## config.mk

```make
export PLATFORM = sky130hd
export DESIGN_NAME = stereo_beat_tone_generator
export DESIGN_NICKNAME = d
export VERILOG_FILES = /design/src/rtl/sbtg_pkg.sv /design/src/rtl/sbtg_div.sv /design/src/rtl/stereo_beat_tone_generator.sv
export SDC_FILE = /design/constraint.sdc
export NUM_CORES = 2
export LEC_CHECK = 0
export BUFFER_PORTS_ARGS = -buffer_cell sky130_fd_sc_hd__buf_2
export CAP_MARGIN = 25
export CORE_MARGIN = 2
export CORE_UTILIZATION = 60
export CTS_BUF_LIST = sky130_fd_sc_hd__clkbuf_16
export CTS_CLUSTER_SIZE = 10
export DETAILED_ROUTE_END_ITERATION = 16
export GPL_ROUTABILITY_DRIVEN = 0
export PLACE_DENSITY = 0.84
export SLEW_MARGIN = 0
export SYNTH_ARGS = -nofsm -noshare
export SYNTH_HDL_FRONTEND = slang
export SYNTH_HIERARCHICAL = 1
export SYNTH_SLANG_ARGS = --single-unit
```

## constraint.sdc

```tcl
create_clock -name aclk -period 12.4 [get_ports aclk]
set_input_delay 2.48 -clock aclk [delete_from_list [all_inputs] [get_ports aclk]]
set_output_delay 2.48 -clock aclk [all_outputs]
set_load 0.05 [all_outputs]
```

## src/rtl/sbtg_pkg.sv

```systemverilog
// Shared types and constants of the stereo beat tone generator.
package sbtg_pkg;

    // Sequencer states of the frame engine.
    typedef enum logic [4:0] {
        ST_IDLE,
        ST_FADE,
        ST_FADE_DIV,
        ST_FADE_WAIT,
        ST_GAIN,
        ST_GAIN_R,
        ST_CAR,
        ST_CMUL,
        ST_CMUL_R,
        ST_SIN_Z,
        ST_SIN_A,
        ST_SIN_B,
        ST_SIN_C,
        ST_SIN_D,
        ST_PAN,
        ST_PAN_WAIT,
        ST_MIX0,
        ST_MIX1,
        ST_MIX2,
        ST_MIX3,
        ST_MIX4,
        ST_DONE
    } state_t;

    // Frame commands.
    localparam logic [2:0] KIND_START  = 3'd1;
    localparam logic [2:0] KIND_STOP   = 3'd2;
    localparam logic [2:0] KIND_PAUSE  = 3'd3;
    localparam logic [2:0] KIND_RESUME = 3'd4;

    // Configuration register indexes.
    localparam logic [2:0] REG_WAVE_LEFT      = 3'd0;
    localparam logic [2:0] REG_WAVE_RIGHT     = 3'd1;
    localparam logic [2:0] REG_STEP_LEFT      = 3'd2;
    localparam logic [2:0] REG_STEP_RIGHT     = 3'd3;
    localparam logic [2:0] REG_LEVEL          = 3'd4;
    localparam logic [2:0] REG_PAN_MODE       = 3'd5;
    localparam logic [2:0] REG_PAN_PERIOD     = 3'd6;
    localparam logic [2:0] REG_PAN_TRANSITION = 3'd7;

    // Waveform codes.
    localparam logic [1:0] WAVE_SINE   = 2'd0;
    localparam logic [1:0] WAVE_TRI    = 2'd1;
    localparam logic [1:0] WAVE_SQUARE = 2'd2;
    localparam logic [1:0] WAVE_SAW    = 2'd3;

    // Pan modes.
    localparam logic [1:0] PAN_SUM  = 2'd0;
    localparam logic [1:0] PAN_HOLD = 2'd1;
    localparam logic [1:0] PAN_SINE = 2'd2;
    localparam logic [1:0] PAN_EXT  = 2'd3;

    // Fade lengths in frames and unity gain in Q1.15.
    localparam logic [23:0] FADE_LONG_FRAMES  = 24'd72000;
    localparam logic [23:0] FADE_SHORT_FRAMES = 24'd24000;
    localparam logic [16:0] UNITY             = 17'd32768;

    // Sine phase quantization: 2**SINE_DEPTH_LOG2 steps per wave period.
    localparam int          SINE_DEPTH_LOG2 = 10;
    localparam logic [31:0] SINE_PH_MASK    = ~((32'd1 << (32 - SINE_DEPTH_LOG2)) - 32'd1);

    // Output resolution; low bits below it are cleared.
    localparam int          SAMPLE_BITS = 16;
    localparam logic [15:0] SAMPLE_MASK = 16'hFFFF << (16 - SAMPLE_BITS);

    // Shared divider geometry.
    localparam int DIV_DVD_W = 56;
    localparam int DIV_DVS_W = 24;
    localparam int DIV_CNT_W = 6;

endpackage

```

## src/rtl/sbtg_div.sv

```systemverilog
// Restoring divider that produces one quotient bit per cycle.
module sbtg_div import sbtg_pkg::*; (
    input  logic                 aclk,
    input  logic                 aresetn,
    input  logic                 start,
    input  logic [DIV_DVD_W-1:0] dividend,
    input  logic [DIV_DVS_W-1:0] divisor,
    output logic                 done,
    output logic [DIV_DVD_W-1:0] quotient
);

    logic                 busy_reg;
    logic                 done_reg;
    logic [DIV_CNT_W-1:0] cnt_reg;
    logic [DIV_DVS_W:0]   rem_reg;
    logic [DIV_DVD_W-1:0] quo_reg;
    logic [DIV_DVS_W-1:0] dvs_reg;

    logic [DIV_DVS_W:0]   rem_sh;
    logic                 fits;

    assign rem_sh = {rem_reg[DIV_DVS_W-1:0], quo_reg[DIV_DVD_W-1]};
    assign fits   = rem_sh >= {1'b0, dvs_reg};

    always_ff @(posedge aclk) begin
        if (!aresetn) begin
            busy_reg <= 1'b0;
            done_reg <= 1'b0;
            cnt_reg  <= '0;
        end else begin
            done_reg <= 1'b0;
            if (start) begin
                busy_reg <= 1'b1;
                cnt_reg  <= '0;
            end else if (busy_reg) begin
                cnt_reg <= cnt_reg + 1'b1;
                if (cnt_reg == DIV_CNT_W'(DIV_DVD_W - 1)) begin
                    busy_reg <= 1'b0;
                    done_reg <= 1'b1;
                end
            end
        end
    end

    always_ff @(posedge aclk) begin
        if (start) begin
            quo_reg <= dividend;
            rem_reg <= '0;
            dvs_reg <= divisor;
        end else if (busy_reg) begin
            quo_reg <= {quo_reg[DIV_DVD_W-2:0], fits};
            rem_reg <= fits ? (rem_sh - {1'b0, dvs_reg}) : rem_sh;
        end
    end

    assign done     = done_reg;
    assign quotient = quo_reg;

endmodule

```

## src/rtl/stereo_beat_tone_generator.sv

```systemverilog
// Top level of the stereo beat tone generator: sequencer, shared multiplier and state.
//
// Usage. Each transfer on the s_ channel is one audio frame: s_tuser carries the
// command (none, start, stop, pause, resume) and s_tdata the external pan position.
// Each accepted frame gives exactly one transfer on the m_ channel with the left
// and right samples in m_tdata and the fading and paused flags in m_tuser.
// Registers are written over the cfg_ channel, which is always ready; they are
// meant to be changed only while no frame is in flight.
// Timing. Before the first start a frame goes from idle straight to the output
// stage. Otherwise the frame time is set by the single 33x18 multiplier, which
// serves the fade gain, both carriers, the sine polynomial and the pan mix in turn,
// and by the one-bit-per-cycle divider (56 steps), used once for a fade ramp and
// once more for the hold-and-crossfade or sinusoidal pan modes.
// The block takes one frame at a time; s_tready is high only while the sequencer
// is idle. A finished result sits in the output register, so a new frame can be
// taken while the receiver stalls; that frame then waits at its end until the
// output register is free. After reset the generator state is clear, the registers hold
// their defaults, and frames give zero samples until a start command arrives.
module stereo_beat_tone_generator import sbtg_pkg::*; (
    input  logic        aclk,
    input  logic        aresetn,
    input  logic        s_tvalid,
    output logic        s_tready,
    input  logic [15:0] s_tdata,    // [15:0] follow_value
    input  logic [2:0]  s_tuser,    // [2:0] kind
    output logic        m_tvalid,
    input  logic        m_tready,
    output logic [31:0] m_tdata,    // [15:0] left_sample, [31:16] right_sample
    output logic [1:0]  m_tuser,    // [0] is_fading, [1] is_paused
    input  logic        cfg_valid,
    output logic        cfg_ready,
    input  logic [2:0]  cfg_index,
    input  logic [31:0] cfg_data
);

    // Configuration registers.
    logic [1:0]  wave_l_reg, wave_r_reg;
    logic [31:0] step_l_reg, step_r_reg;
    logic [15:0] level_reg;
    logic [1:0]  pan_mode_reg;
    logic [23:0] pan_period_reg, pan_trans_reg;

    // Persistent generator state.
    state_t      state_reg, state_next;
    logic [31:0] phase_l_reg, phase_l_next, phase_r_reg, phase_r_next;
    logic        running_reg, running_next, paused_reg, paused_next;
    logic        fading_reg, fading_next, fhigh_reg, fhigh_next, fshort_reg, fshort_next;
    logic [15:0] gain_reg, gain_next, fstart_reg, fstart_next;
    logic [23:0] felapsed_reg, felapsed_next;
    logic [24:0] pan_cyc_reg, pan_cyc_next;
    logic [23:0] pan_wav_reg, pan_wav_next;

    // Per-frame working registers.
    logic [15:0]        follow_reg, follow_next;
    logic signed [50:0] prod_reg, acc_reg, acc_next;
    logic [30:0]        g_reg, g_next;
    logic               side_reg, side_next;
    logic signed [17:0] car_reg, car_next, ml_reg, ml_next, mr_reg, mr_next;
    logic signed [17:0] pl_reg, pl_next, pr_reg, pr_next;
    logic [31:0]        sin_ph_reg, sin_ph_next;
    logic               sin_pan_reg, sin_pan_next, pan_inv_reg, pan_inv_next;
    logic [16:0]        z_reg, z_next, z2_reg, z2_next;
    logic [1:0]         quad_reg, quad_next;
    logic [15:0]        left_reg, left_next, right_reg, right_next;

    // Output register.
    logic        m_tvalid_reg, m_tvalid_next;
    logic [31:0] m_tdata_reg, m_tdata_next;
    logic [1:0]  m_tuser_reg, m_tuser_next;

    // Shared multiplier and divider hookup.
    logic signed [32:0]    mul_a;
    logic signed [17:0]    mul_b;
    logic signed [50:0]    mul_p;
    logic                  div_start, div_done;
    logic [DIV_DVD_W-1:0]  div_dvd, div_q;
    logic [DIV_DVS_W-1:0]  div_dvs;

    // Combinational helpers.
    logic               run_after;
    logic [23:0]        flen;
    logic [24:0]        el1;
    logic [16:0]        absdiff;
    logic [23:0]        per, tr0, tr;
    logic [24:0]        full, hold_end, full_end, c, cyc_inc, pan_diff;
    logic [23:0]        wc, wav_inc;
    logic [31:0]        cur_ph, d_abs, q_ph;
    logic [1:0]         cur_wave;
    logic signed [17:0] car_tri, car_saw, car_sq;
    logic [30:0]        u;
    logic [16:0]        z, t1, t;
    logic [19:0]        s_inc;
    logic [16:0]        s_cl;
    logic signed [17:0] sin_val, sin_x, m_val;
    logic signed [50:0] prod_sh;
    logic signed [51:0] mix_sum, mix_sh;
    logic [15:0]        mix_sat, fin;
    logic [16:0]        qx, xv;

    assign cfg_ready = 1'b1;
    assign s_tready  = (state_reg == ST_IDLE);
    assign m_tvalid  = m_tvalid_reg;
    assign m_tdata   = m_tdata_reg;
    assign m_tuser   = m_tuser_reg;

    sbtg_div u_div (
        .aclk     (aclk),
        .aresetn  (aresetn),
        .start    (div_start),
        .dividend (div_dvd),
        .divisor  (div_dvs),
        .done     (div_done),
        .quotient (div_q)
    );

    assign mul_p = mul_a * mul_b;

    // Fade arithmetic.
    assign run_after = running_reg || (s_tuser == KIND_START);
    assign flen      = fshort_reg ? FADE_SHORT_FRAMES : FADE_LONG_FRAMES;
    assign el1       = {1'b0, felapsed_reg} + 25'd1;
    assign absdiff   = fhigh_reg ? (UNITY - {1'b0, fstart_reg}) : {1'b0, fstart_reg};

    // Pan geometry with the degenerate period and transition values cleaned up.
    assign per      = (pan_period_reg == 24'd0) ? 24'd1 : pan_period_reg;
    assign tr0      = (pan_trans_reg == 24'd0) ? 24'd1 : pan_trans_reg;
    assign tr       = (tr0 > per) ? per : tr0;
    assign full     = {per, 1'b0};
    assign hold_end = {1'b0, per} - {1'b0, tr};
    assign full_end = full - {1'b0, tr};
    assign c        = (pan_cyc_reg >= full) ? 25'd0 : pan_cyc_reg;
    assign cyc_inc  = pan_cyc_reg + 25'd1;
    assign pan_diff = (c < {1'b0, per}) ? (c - hold_end) : (c - full_end);
    assign wc       = (pan_wav_reg >= per) ? 24'd0 : pan_wav_reg;
    assign wav_inc  = pan_wav_reg + 24'd1;

    // Non-sine carriers straight from the phase.
    assign cur_ph   = side_reg ? phase_r_reg : phase_l_reg;
    assign cur_wave = side_reg ? wave_r_reg : wave_l_reg;
    assign d_abs    = cur_ph[31] ? (32'd0 - cur_ph) : cur_ph;
    assign car_tri  = $signed({1'b0, d_abs[31:15]}) - 18'sd32768;
    assign car_saw  = $signed({{2{cur_ph[31]}}, cur_ph[31:16]});
    assign car_sq   = cur_ph[31] ? -18'sd32768 : 18'sd32768;

    // Sine polynomial operands, one quarter wave folded onto the first.
    assign q_ph    = sin_ph_reg & SINE_PH_MASK;
    assign u       = q_ph[30] ? (31'h4000_0000 - {1'b0, q_ph[29:0]}) : {1'b0, q_ph[29:0]};
    assign z       = u[30:14];
    assign t1      = 17'd42334 - prod_reg[32:16];
    assign t       = 17'd102944 - 17'(prod_reg[33:16]);
    assign s_inc   = prod_reg[35:16] + 20'd1;
    assign s_cl    = (s_inc[19:1] > 19'd32768) ? UNITY : s_inc[17:1];
    assign sin_val = quad_reg[1] ? -$signed({1'b0, s_cl}) : $signed({1'b0, s_cl});
    assign sin_x   = sin_val + 18'sd32768;

    // Carrier scaling result, floored by the arithmetic shift.
    assign prod_sh = prod_reg >>> 30;
    assign m_val   = prod_sh[17:0];

    // Mix sum, floored, saturated and reduced to the sample resolution.
    assign mix_sum = acc_reg + prod_reg;
    assign mix_sh  = mix_sum >>> 16;
    always_comb begin
        if (mix_sh > 52'sd32767) begin
            mix_sat = 16'h7FFF;
        end else if (mix_sh < -52'sd32768) begin
            mix_sat = 16'h8000;
        end else begin
            mix_sat = mix_sh[15:0];
        end
    end
    assign fin = mix_sat & SAMPLE_MASK;

    // Crossfade position from the divider, mirrored on the way back.
    assign qx = {1'b0, div_q[15:0]};
    assign xv = pan_inv_reg ? (17'd65536 - qx) : qx;

    always_comb begin
        state_next    = state_reg;
        phase_l_next  = phase_l_reg;
        phase_r_next  = phase_r_reg;
        running_next  = running_reg;
        paused_next   = paused_reg;
        fading_next   = fading_reg;
        fhigh_next    = fhigh_reg;
        fshort_next   = fshort_reg;
        gain_next     = gain_reg;
        fstart_next   = fstart_reg;
        felapsed_next = felapsed_reg;
        pan_cyc_next  = pan_cyc_reg;
        pan_wav_next  = pan_wav_reg;
        follow_next   = follow_reg;
        acc_next      = acc_reg;
        g_next        = g_reg;
        side_next     = side_reg;
        car_next      = car_reg;
        ml_next       = ml_reg;
        mr_next       = mr_reg;
        pl_next       = pl_reg;
        pr_next       = pr_reg;
        sin_ph_next   = sin_ph_reg;
        sin_pan_next  = sin_pan_reg;
        pan_inv_next  = pan_inv_reg;
        z_next        = z_reg;
        z2_next       = z2_reg;
        quad_next     = quad_reg;
        left_next     = left_reg;
        right_next    = right_reg;
        m_tvalid_next = m_tvalid_reg & ~m_tready;
        m_tdata_next  = m_tdata_reg;
        m_tuser_next  = m_tuser_reg;
        mul_a         = '0;
        mul_b         = '0;
        div_start     = 1'b0;
        div_dvd       = '0;
        div_dvs       = '0;

        unique case (state_reg)
            ST_IDLE: begin
                if (s_tvalid) begin
                    follow_next = s_tdata;
                    left_next   = '0;
                    right_next  = '0;
                    case (s_tuser)
                        KIND_START: begin
                            running_next  = 1'b1;
                            paused_next   = 1'b0;
                            gain_next     = '0;
                            fstart_next   = '0;
                            fhigh_next    = 1'b1;
                            fshort_next   = 1'b0;
                            felapsed_next = '0;
                            fading_next   = 1'b1;
                        end
                        KIND_STOP: begin
                            fstart_next   = gain_reg;
                            fhigh_next    = 1'b0;
                            fshort_next   = 1'b0;
                            felapsed_next = '0;
                            fading_next   = 1'b1;
                        end
                        KIND_PAUSE: begin
                            fstart_next   = fading_reg ? gain_reg : UNITY[15:0];
                            fhigh_next    = 1'b0;
                            fshort_next   = 1'b1;
                            felapsed_next = '0;
                            fading_next   = 1'b1;
                        end
                        KIND_RESUME: begin
                            paused_next   = 1'b0;
                            fstart_next   = gain_reg;
                            fhigh_next    = 1'b1;
                            fshort_next   = 1'b1;
                            felapsed_next = '0;
                            fading_next   = 1'b1;
                        end
                        default: begin
                        end
                    endcase
                    state_next = run_after ? ST_FADE : ST_DONE;
                end
            end
            ST_FADE: begin
                if (fading_reg) begin
                    felapsed_next = el1[23:0];
                    if (el1 >= {1'b0, flen}) begin
                        gain_next   = fhigh_reg ? UNITY[15:0] : 16'd0;
                        fading_next = 1'b0;
                        if (!fhigh_reg) begin
                            paused_next = 1'b1;
                        end
                        state_next = ST_GAIN;
                    end else begin
                        mul_a      = {8'd0, el1};
                        mul_b      = {1'b0, absdiff};
                        state_next = ST_FADE_DIV;
                    end
                end else begin
                    state_next = ST_GAIN;
                end
            end
            ST_FADE_DIV: begin
                div_start  = 1'b1;
                div_dvd    = {5'd0, prod_reg};
                div_dvs    = flen;
                state_next = ST_FADE_WAIT;
            end
            ST_FADE_WAIT: begin
                if (div_done) begin
                    gain_next  = fhigh_reg ? (fstart_reg + div_q[15:0])
                                           : (fstart_reg - div_q[15:0]);
                    state_next = ST_GAIN;
                end
            end
            ST_GAIN: begin
                mul_a      = {17'd0, level_reg};
                mul_b      = {2'd0, gain_reg};
                state_next = ST_GAIN_R;
            end
            ST_GAIN_R: begin
                g_next     = prod_reg[30:0];
                side_next  = 1'b0;
                state_next = ST_CAR;
            end
            ST_CAR: begin
                unique case (cur_wave)
                    WAVE_SINE: begin
                        sin_ph_next  = cur_ph;
                        sin_pan_next = 1'b0;
                        state_next   = ST_SIN_Z;
                    end
                    WAVE_TRI: begin
                        car_next   = car_tri;
                        state_next = ST_CMUL;
                    end
                    WAVE_SQUARE: begin
                        car_next   = car_sq;
                        state_next = ST_CMUL;
                    end
                    WAVE_SAW: begin
                        car_next   = car_saw;
                        state_next = ST_CMUL;
                    end
                endcase
            end
            ST_CMUL: begin
                mul_a      = {2'd0, g_reg};
                mul_b      = car_reg;
                state_next = ST_CMUL_R;
            end
            ST_CMUL_R: begin
                if (side_reg) begin
                    mr_next    = m_val;
                    state_next = ST_PAN;
                end else begin
                    ml_next    = m_val;
                    side_next  = 1'b1;
                    state_next = ST_CAR;
                end
            end
            ST_SIN_Z: begin
                z_next     = z;
                quad_next  = q_ph[31:30];
                mul_a      = {16'd0, z};
                mul_b      = {1'b0, z};
                state_next = ST_SIN_A;
            end
            ST_SIN_A: begin
                z2_next    = prod_reg[32:16];
                mul_a      = 33'sd4926;
                mul_b      = {1'b0, prod_reg[32:16]};
                state_next = ST_SIN_B;
            end
            ST_SIN_B: begin
                mul_a      = {16'd0, t1};
                mul_b      = {1'b0, z2_reg};
                state_next = ST_SIN_C;
            end
            ST_SIN_C: begin
                mul_a      = {16'd0, t};
                mul_b      = {1'b0, z_reg};
                state_next = ST_SIN_D;
            end
            ST_SIN_D: begin
                if (sin_pan_reg) begin
                    pl_next    = 18'sd65536 - sin_x;
                    pr_next    = sin_x;
                    state_next = ST_MIX0;
                end else begin
                    car_next   = sin_val;
                    state_next = ST_CMUL;
                end
            end
            ST_PAN: begin
                unique case (pan_mode_reg)
                    PAN_SUM: begin
                        pl_next    = 18'sd65536;
                        pr_next    = 18'sd65536;
                        state_next = ST_MIX0;
                    end
                    PAN_HOLD: begin
                        pan_cyc_next = c;
                        if (c < hold_end) begin
                            pl_next    = 18'sd65536;
                            pr_next    = 18'sd0;
                            state_next = ST_MIX0;
                        end else if ((c >= {1'b0, per}) && (c < full_end)) begin
                            pl_next    = 18'sd0;
                            pr_next    = 18'sd65536;
                            state_next = ST_MIX0;
                        end else begin
                            div_start    = 1'b1;
                            div_dvd      = {15'd0, pan_diff, 16'd0};
                            div_dvs      = tr;
                            pan_inv_next = (c >= {1'b0, per});
                            state_next   = ST_PAN_WAIT;
                        end
                    end
                    PAN_SINE: begin
                        pan_wav_next = wc;
                        div_start    = 1'b1;
                        div_dvd      = {wc, 32'd0};
                        div_dvs      = per;
                        state_next   = ST_PAN_WAIT;
                    end
                    PAN_EXT: begin
                        pl_next    = 18'sd65536 - $signed({2'd0, follow_reg});
                        pr_next    = $signed({2'd0, follow_reg});
                        state_next = ST_MIX0;
                    end
                endcase
            end
            ST_PAN_WAIT: begin
                if (div_done) begin
                    if (pan_mode_reg == PAN_SINE) begin
                        sin_ph_next  = div_q[31:0];
                        sin_pan_next = 1'b1;
                        state_next   = ST_SIN_Z;
                    end else begin
                        pl_next    = 18'sd65536 - $signed({1'b0, xv});
                        pr_next    = $signed({1'b0, xv});
                        state_next = ST_MIX0;
                    end
                end
            end
            ST_MIX0: begin
                mul_a      = {{15{pl_reg[17]}}, pl_reg};
                mul_b      = ml_reg;
                state_next = ST_MIX1;
            end
            ST_MIX1: begin
                acc_next   = prod_reg;
                mul_a      = {{15{pr_reg[17]}}, pr_reg};
                mul_b      = mr_reg;
                state_next = ST_MIX2;
            end
            ST_MIX2: begin
                left_next  = fin;
                mul_a      = {{15{pl_reg[17]}}, pl_reg};
                mul_b      = mr_reg;
                state_next = ST_MIX3;
            end
            ST_MIX3: begin
                acc_next   = prod_reg;
                mul_a      = {{15{pr_reg[17]}}, pr_reg};
                mul_b      = ml_reg;
                state_next = ST_MIX4;
            end
            ST_MIX4: begin
                right_next = fin;
                // Phases and pan counters move on only while not frozen.
                if (!paused_reg) begin
                    phase_l_next = phase_l_reg + step_l_reg;
                    phase_r_next = phase_r_reg + step_r_reg;
                    if (pan_mode_reg == PAN_HOLD) begin
                        pan_cyc_next = (cyc_inc >= full) ? 25'd0 : cyc_inc;
                    end else if (pan_mode_reg == PAN_SINE) begin
                        pan_wav_next = (wav_inc >= per) ? 24'd0 : wav_inc;
                    end
                end
                state_next = ST_DONE;
            end
            ST_DONE: begin
                if (!m_tvalid_reg || m_tready) begin
                    m_tvalid_next = 1'b1;
                    m_tdata_next  = {right_reg, left_reg};
                    m_tuser_next  = {paused_reg, fading_reg};
                    state_next    = ST_IDLE;
                end
            end
            default: begin
                state_next = ST_IDLE;
            end
        endcase
    end

    // Configuration writes.
    always_ff @(posedge aclk) begin
        if (!aresetn) begin
            wave_l_reg     <= WAVE_SINE;
            wave_r_reg     <= WAVE_SINE;
            step_l_reg     <= '0;
            step_r_reg     <= '0;
            level_reg      <= UNITY[15:0];
            pan_mode_reg   <= PAN_SUM;
            pan_period_reg <= 24'd48000;
            pan_trans_reg  <= 24'd4800;
        end else if (cfg_valid) begin
            unique case (cfg_index)
                REG_WAVE_LEFT:      wave_l_reg     <= cfg_data[1:0];
                REG_WAVE_RIGHT:     wave_r_reg     <= cfg_data[1:0];
                REG_STEP_LEFT:      step_l_reg     <= cfg_data;
                REG_STEP_RIGHT:     step_r_reg     <= cfg_data;
                REG_LEVEL:          level_reg      <= cfg_data[15:0];
                REG_PAN_MODE:       pan_mode_reg   <= cfg_data[1:0];
                REG_PAN_PERIOD:     pan_period_reg <= cfg_data[23:0];
                REG_PAN_TRANSITION: pan_trans_reg  <= cfg_data[23:0];
            endcase
        end
    end

    // Control and persistent state.
    always_ff @(posedge aclk) begin
        if (!aresetn) begin
            state_reg    <= ST_IDLE;
            phase_l_reg  <= '0;
            phase_r_reg  <= '0;
            running_reg  <= 1'b0;
            paused_reg   <= 1'b0;
            fading_reg   <= 1'b0;
            fhigh_reg    <= 1'b0;
            fshort_reg   <= 1'b0;
            gain_reg     <= '0;
            fstart_reg   <= '0;
            felapsed_reg <= '0;
            pan_cyc_reg  <= '0;
            pan_wav_reg  <= '0;
            m_tvalid_reg <= 1'b0;
        end else begin
            state_reg    <= state_next;
            phase_l_reg  <= phase_l_next;
            phase_r_reg  <= phase_r_next;
            running_reg  <= running_next;
            paused_reg   <= paused_next;
            fading_reg   <= fading_next;
            fhigh_reg    <= fhigh_next;
            fshort_reg   <= fshort_next;
            gain_reg     <= gain_next;
            fstart_reg   <= fstart_next;
            felapsed_reg <= felapsed_next;
            pan_cyc_reg  <= pan_cyc_next;
            pan_wav_reg  <= pan_wav_next;
            m_tvalid_reg <= m_tvalid_next;
        end
    end

    // Datapath registers.
    always_ff @(posedge aclk) begin
        prod_reg    <= mul_p;
        acc_reg     <= acc_next;
        follow_reg  <= follow_next;
        g_reg       <= g_next;
        side_reg    <= side_next;
        car_reg     <= car_next;
        ml_reg      <= ml_next;
        mr_reg      <= mr_next;
        pl_reg      <= pl_next;
        pr_reg      <= pr_next;
        sin_ph_reg  <= sin_ph_next;
        sin_pan_reg <= sin_pan_next;
        pan_inv_reg <= pan_inv_next;
        z_reg       <= z_next;
        z2_reg      <= z2_next;
        quad_reg    <= quad_next;
        left_reg    <= left_next;
        right_reg   <= right_next;
        m_tdata_reg <= m_tdata_next;
        m_tuser_reg <= m_tuser_next;
    end

`ifndef SYNTHESIS
    // The fade gain never rises above unity.
    a_gain_max: assert property (@(posedge aclk) disable iff (!aresetn)
        gain_reg <= UNITY[15:0])
        else $error("fade gain above unity");

    // Before the first start a frame completes with silent samples.
    a_silent: assert property (@(posedge aclk) disable iff (!aresetn)
        (state_reg == ST_DONE && !running_reg) |-> (left_reg == 16'd0 && right_reg == 16'd0))
        else $error("samples not silent while not running");

    // The divider only reports back to a state that waits for it.
    a_div_wait: assert property (@(posedge aclk) disable iff (!aresetn)
        div_done |-> (state_reg == ST_FADE_WAIT || state_reg == ST_PAN_WAIT))
        else $error("divider finished with nobody waiting");

    // Between frames a running ramp has not yet reached its length.
    a_ramp_len: assert property (@(posedge aclk) disable iff (!aresetn)
        (state_reg == ST_IDLE && fading_reg) |-> (felapsed_reg < flen))
        else $error("fade ramp overran its length");

    // An accepted frame always leaves the idle state.
    a_leave_idle: assert property (@(posedge aclk) disable iff (!aresetn)
        (s_tvalid && s_tready) |=> (state_reg != ST_IDLE))
        else $error("frame accepted but sequencer stayed idle");
`endif

endmodule
```

==> results.tsv <==
metric	value	unit
Synth area leader	fa_1	
ys async rst share	0	
Slew @ Worst Pin	1350	ps
initial detailed-routing violation count	8850	
Post-CTS Setup Repair Bufs	0	
min setup slack post-route	419	ps
worst clock skew	87.3	ps
Top FF cell, synth	dfxtp_1	
H-Tree Depth	3	
final WL	223	mm
sequential cell area	0.0191	mm2
final cell count without fillers	9638	
Longest Clk Path Bufs	3	
power density cells	149	mW/mm2
final worst path period share	0.966	
EDFF count, synth	373	
core footprint	0.118	mm2
Die W	348	um
detail-routed net length per standard cell	23.1	um
final count of pins violating max slew	0	
Top Ports	96	
post-DP HPWL	166	mm
initial antenna violation count	16	
crit-path max cell delay	910	ps
routed vias/inst	6.49	
CTS tree	built	
DRC Markers	0	
Crit Path Max Fanout	20	
CP Data Required Time	12940	ps
syn nets	9266	
Skew-Pair Late Insertion Delay	740	ps
met1 Use GR	0.455	
Row Count	126	
Rel. slew slack	0.0975	
number of global-route vias before repair	60700	
hold crit path type	reg2reg	
Cell Count Post-Placement	9462	
DP Worst Slack	236	ps
detailed-route via count	62500	
Syn. warnings	6	
Worst R2R Path Depth	39	
largest net degree at the start of global routing	92	
Post-layout nets	9199	
worst reg-to-reg setup slack	420	ps
Max Clk Rate	0.0835	GHz
most frequent cell after synthesis	nand2_1	
Layout area overhead	7.14	%
startpoint types	register	
Crit. End Element	register	
kind of critical path	reg2reg	
TritonCTS Sinks	770	
initial core utilization	0.602	
MaxCap Viol Count	0	
Die Y	348	um
top post-synthesis cells by area	fa_1 16%, edfxtp_1 16%, dfxtp_1 11%	
#FFs+latches synth	770	
Leakage	33.2	nW
Arrival @ worst endpoint	12530	ps
Synth cell types	108	
outcome	complete, no violations	
layout cells sized above 1	0.0644	
Post-synth top cells	1150 x nand2_1, 856 x inv_1, 613 x a21oi_1	
Filler cells	9100	
post-synth top area share	0.161	
All-Layer GR Usage	0.363	
footprint of the multi-input gates	0.0472	mm2
Avg Cell Area, Syn	8.75	um2
GRT met2 Usage	0.543	
antenna-violating nets left	0	
sequential fraction of the synthesis area	0.270	
hold path depth	0	
first-pass GRT wire length	343	mm
grt total ovfl	0	
total negative setup slack	0	ps
post-synthesis cell area	0.0708	mm2
Most Crowded Layer GR	met2	
Peak VDD IR	0.130	mV
First-pass DRT Iterations	10	
Worst path slowest cell	a2111oi_0	
Root Driver	clkbuf_16	
met3 usage	0.114	
Post-Synthesis Cells	8093	
max reg flops	56	
area of the die	0.121	mm2
minimum clock period	11980	ps
final hold violation count	0	
# port buffers	94	
clk slew on worst S/H paths	60	ps
Setup-failing EPs final	0	
TritonCTS Buffers	92	
==> final timing paths <==
path,endpoint,startpoint
worst max register to register,prod_reg[47],felapsed_reg[2]
worst min-delay path,m_tdata[26],right_reg[10]
worst min register to register,m_tdata[26],right_reg[10]
worst max-delay path,prod_reg[47],felapsed_reg[2]
==> logic make-up (layout without fill, tap and decap cells) <==
logic type / after synthesis / after routing / synth area share
AOI/OAI and AO/OA: 1773 / 1773 / 0.160
muxes: 161 / 161 / 0.0239
DFF: 770 / 770 / 0.270
and+or+nand+nor: 2583 / 2583 / 0.166
adders and majority gates: 1114 / 1114 / 0.257
xor gates and xnor gates: 441 / 441 / 0.0545
other: 1 / 12 / 0.0000529
buffers and inverters: 1250 / 1248 / 0.0675
==> critical path, delay by kind of cell, from the launching register on <==
kind	cells	cell delay [ps]
AOI/OAI and AO/OA	13	4540
xor gates and xnor gates	2	360
adders and majority gates	8	3750
buffers and inverters	7	730
DFF	1	430
and+or+nand+nor	9	2030
==> final cells by class <==
type,count,share of cell area
clock inverter,66,0.00658
sequential,770,0.252
antenna,11,0.000363
inverter,859,0.0426
tap,1536,0.0253
clock buffer,93,0.0307
timing repair buffer,230,0.0208
multi-input combinational,6073,0.621
==> cells in the final DEF (no fill, tap or decap), types with 94 or more instances in the layout <==
master,n
nor2_1,525
nand2_1,1146
nand3_1,170
clkbuf_16,94
ha_1,546
inv_1,900
mux2i_1,94
edfxtp_1,373
nand2b_1,114
a21o_1,155
a21oi_1,612
fa_1,568
dfxtp_1,396
xnor2_1,269
nor3_1,102
xor2_1,172
o21ai_0,330
buf_2,95
nor2b_1,101
buf_4,126
==> timing repair <==
action,CTS,global route
gates resized for setup,0,9
hold buffers,0,0
setup endpoints to repair,0,11
==> routing by layer <==
metal,share of wire,wire [um]
met5,0.000090,20
met4,0.082,18200
met3,0.14,30200
met2,0.43,94700
met1,0.36,79800
==> power by group <==
group / switching (mW) / internal, mW / total [mW]
combinational: 3.53 / 1.85 / 5.37
clock: 1.13 / 1.42 / 2.55
sequential: 0.272 / 3.09 / 3.36
total: 4.93 / 6.36 / 11.3
==> through the flow <==
step	hold WS [ps]	cell area, um2	utilization	power, mW
after global placement	402	72800	0.619	8.29
after detailed placement	405	72900	0.620	8.45
after global routing	420	75900	0.645	11.8
after CTS	417	75700	0.644	11.0
after floorplan	400	70800	-	6.89
final	416	75900	0.645	11.3
Power figures use the tool's default switching activity.
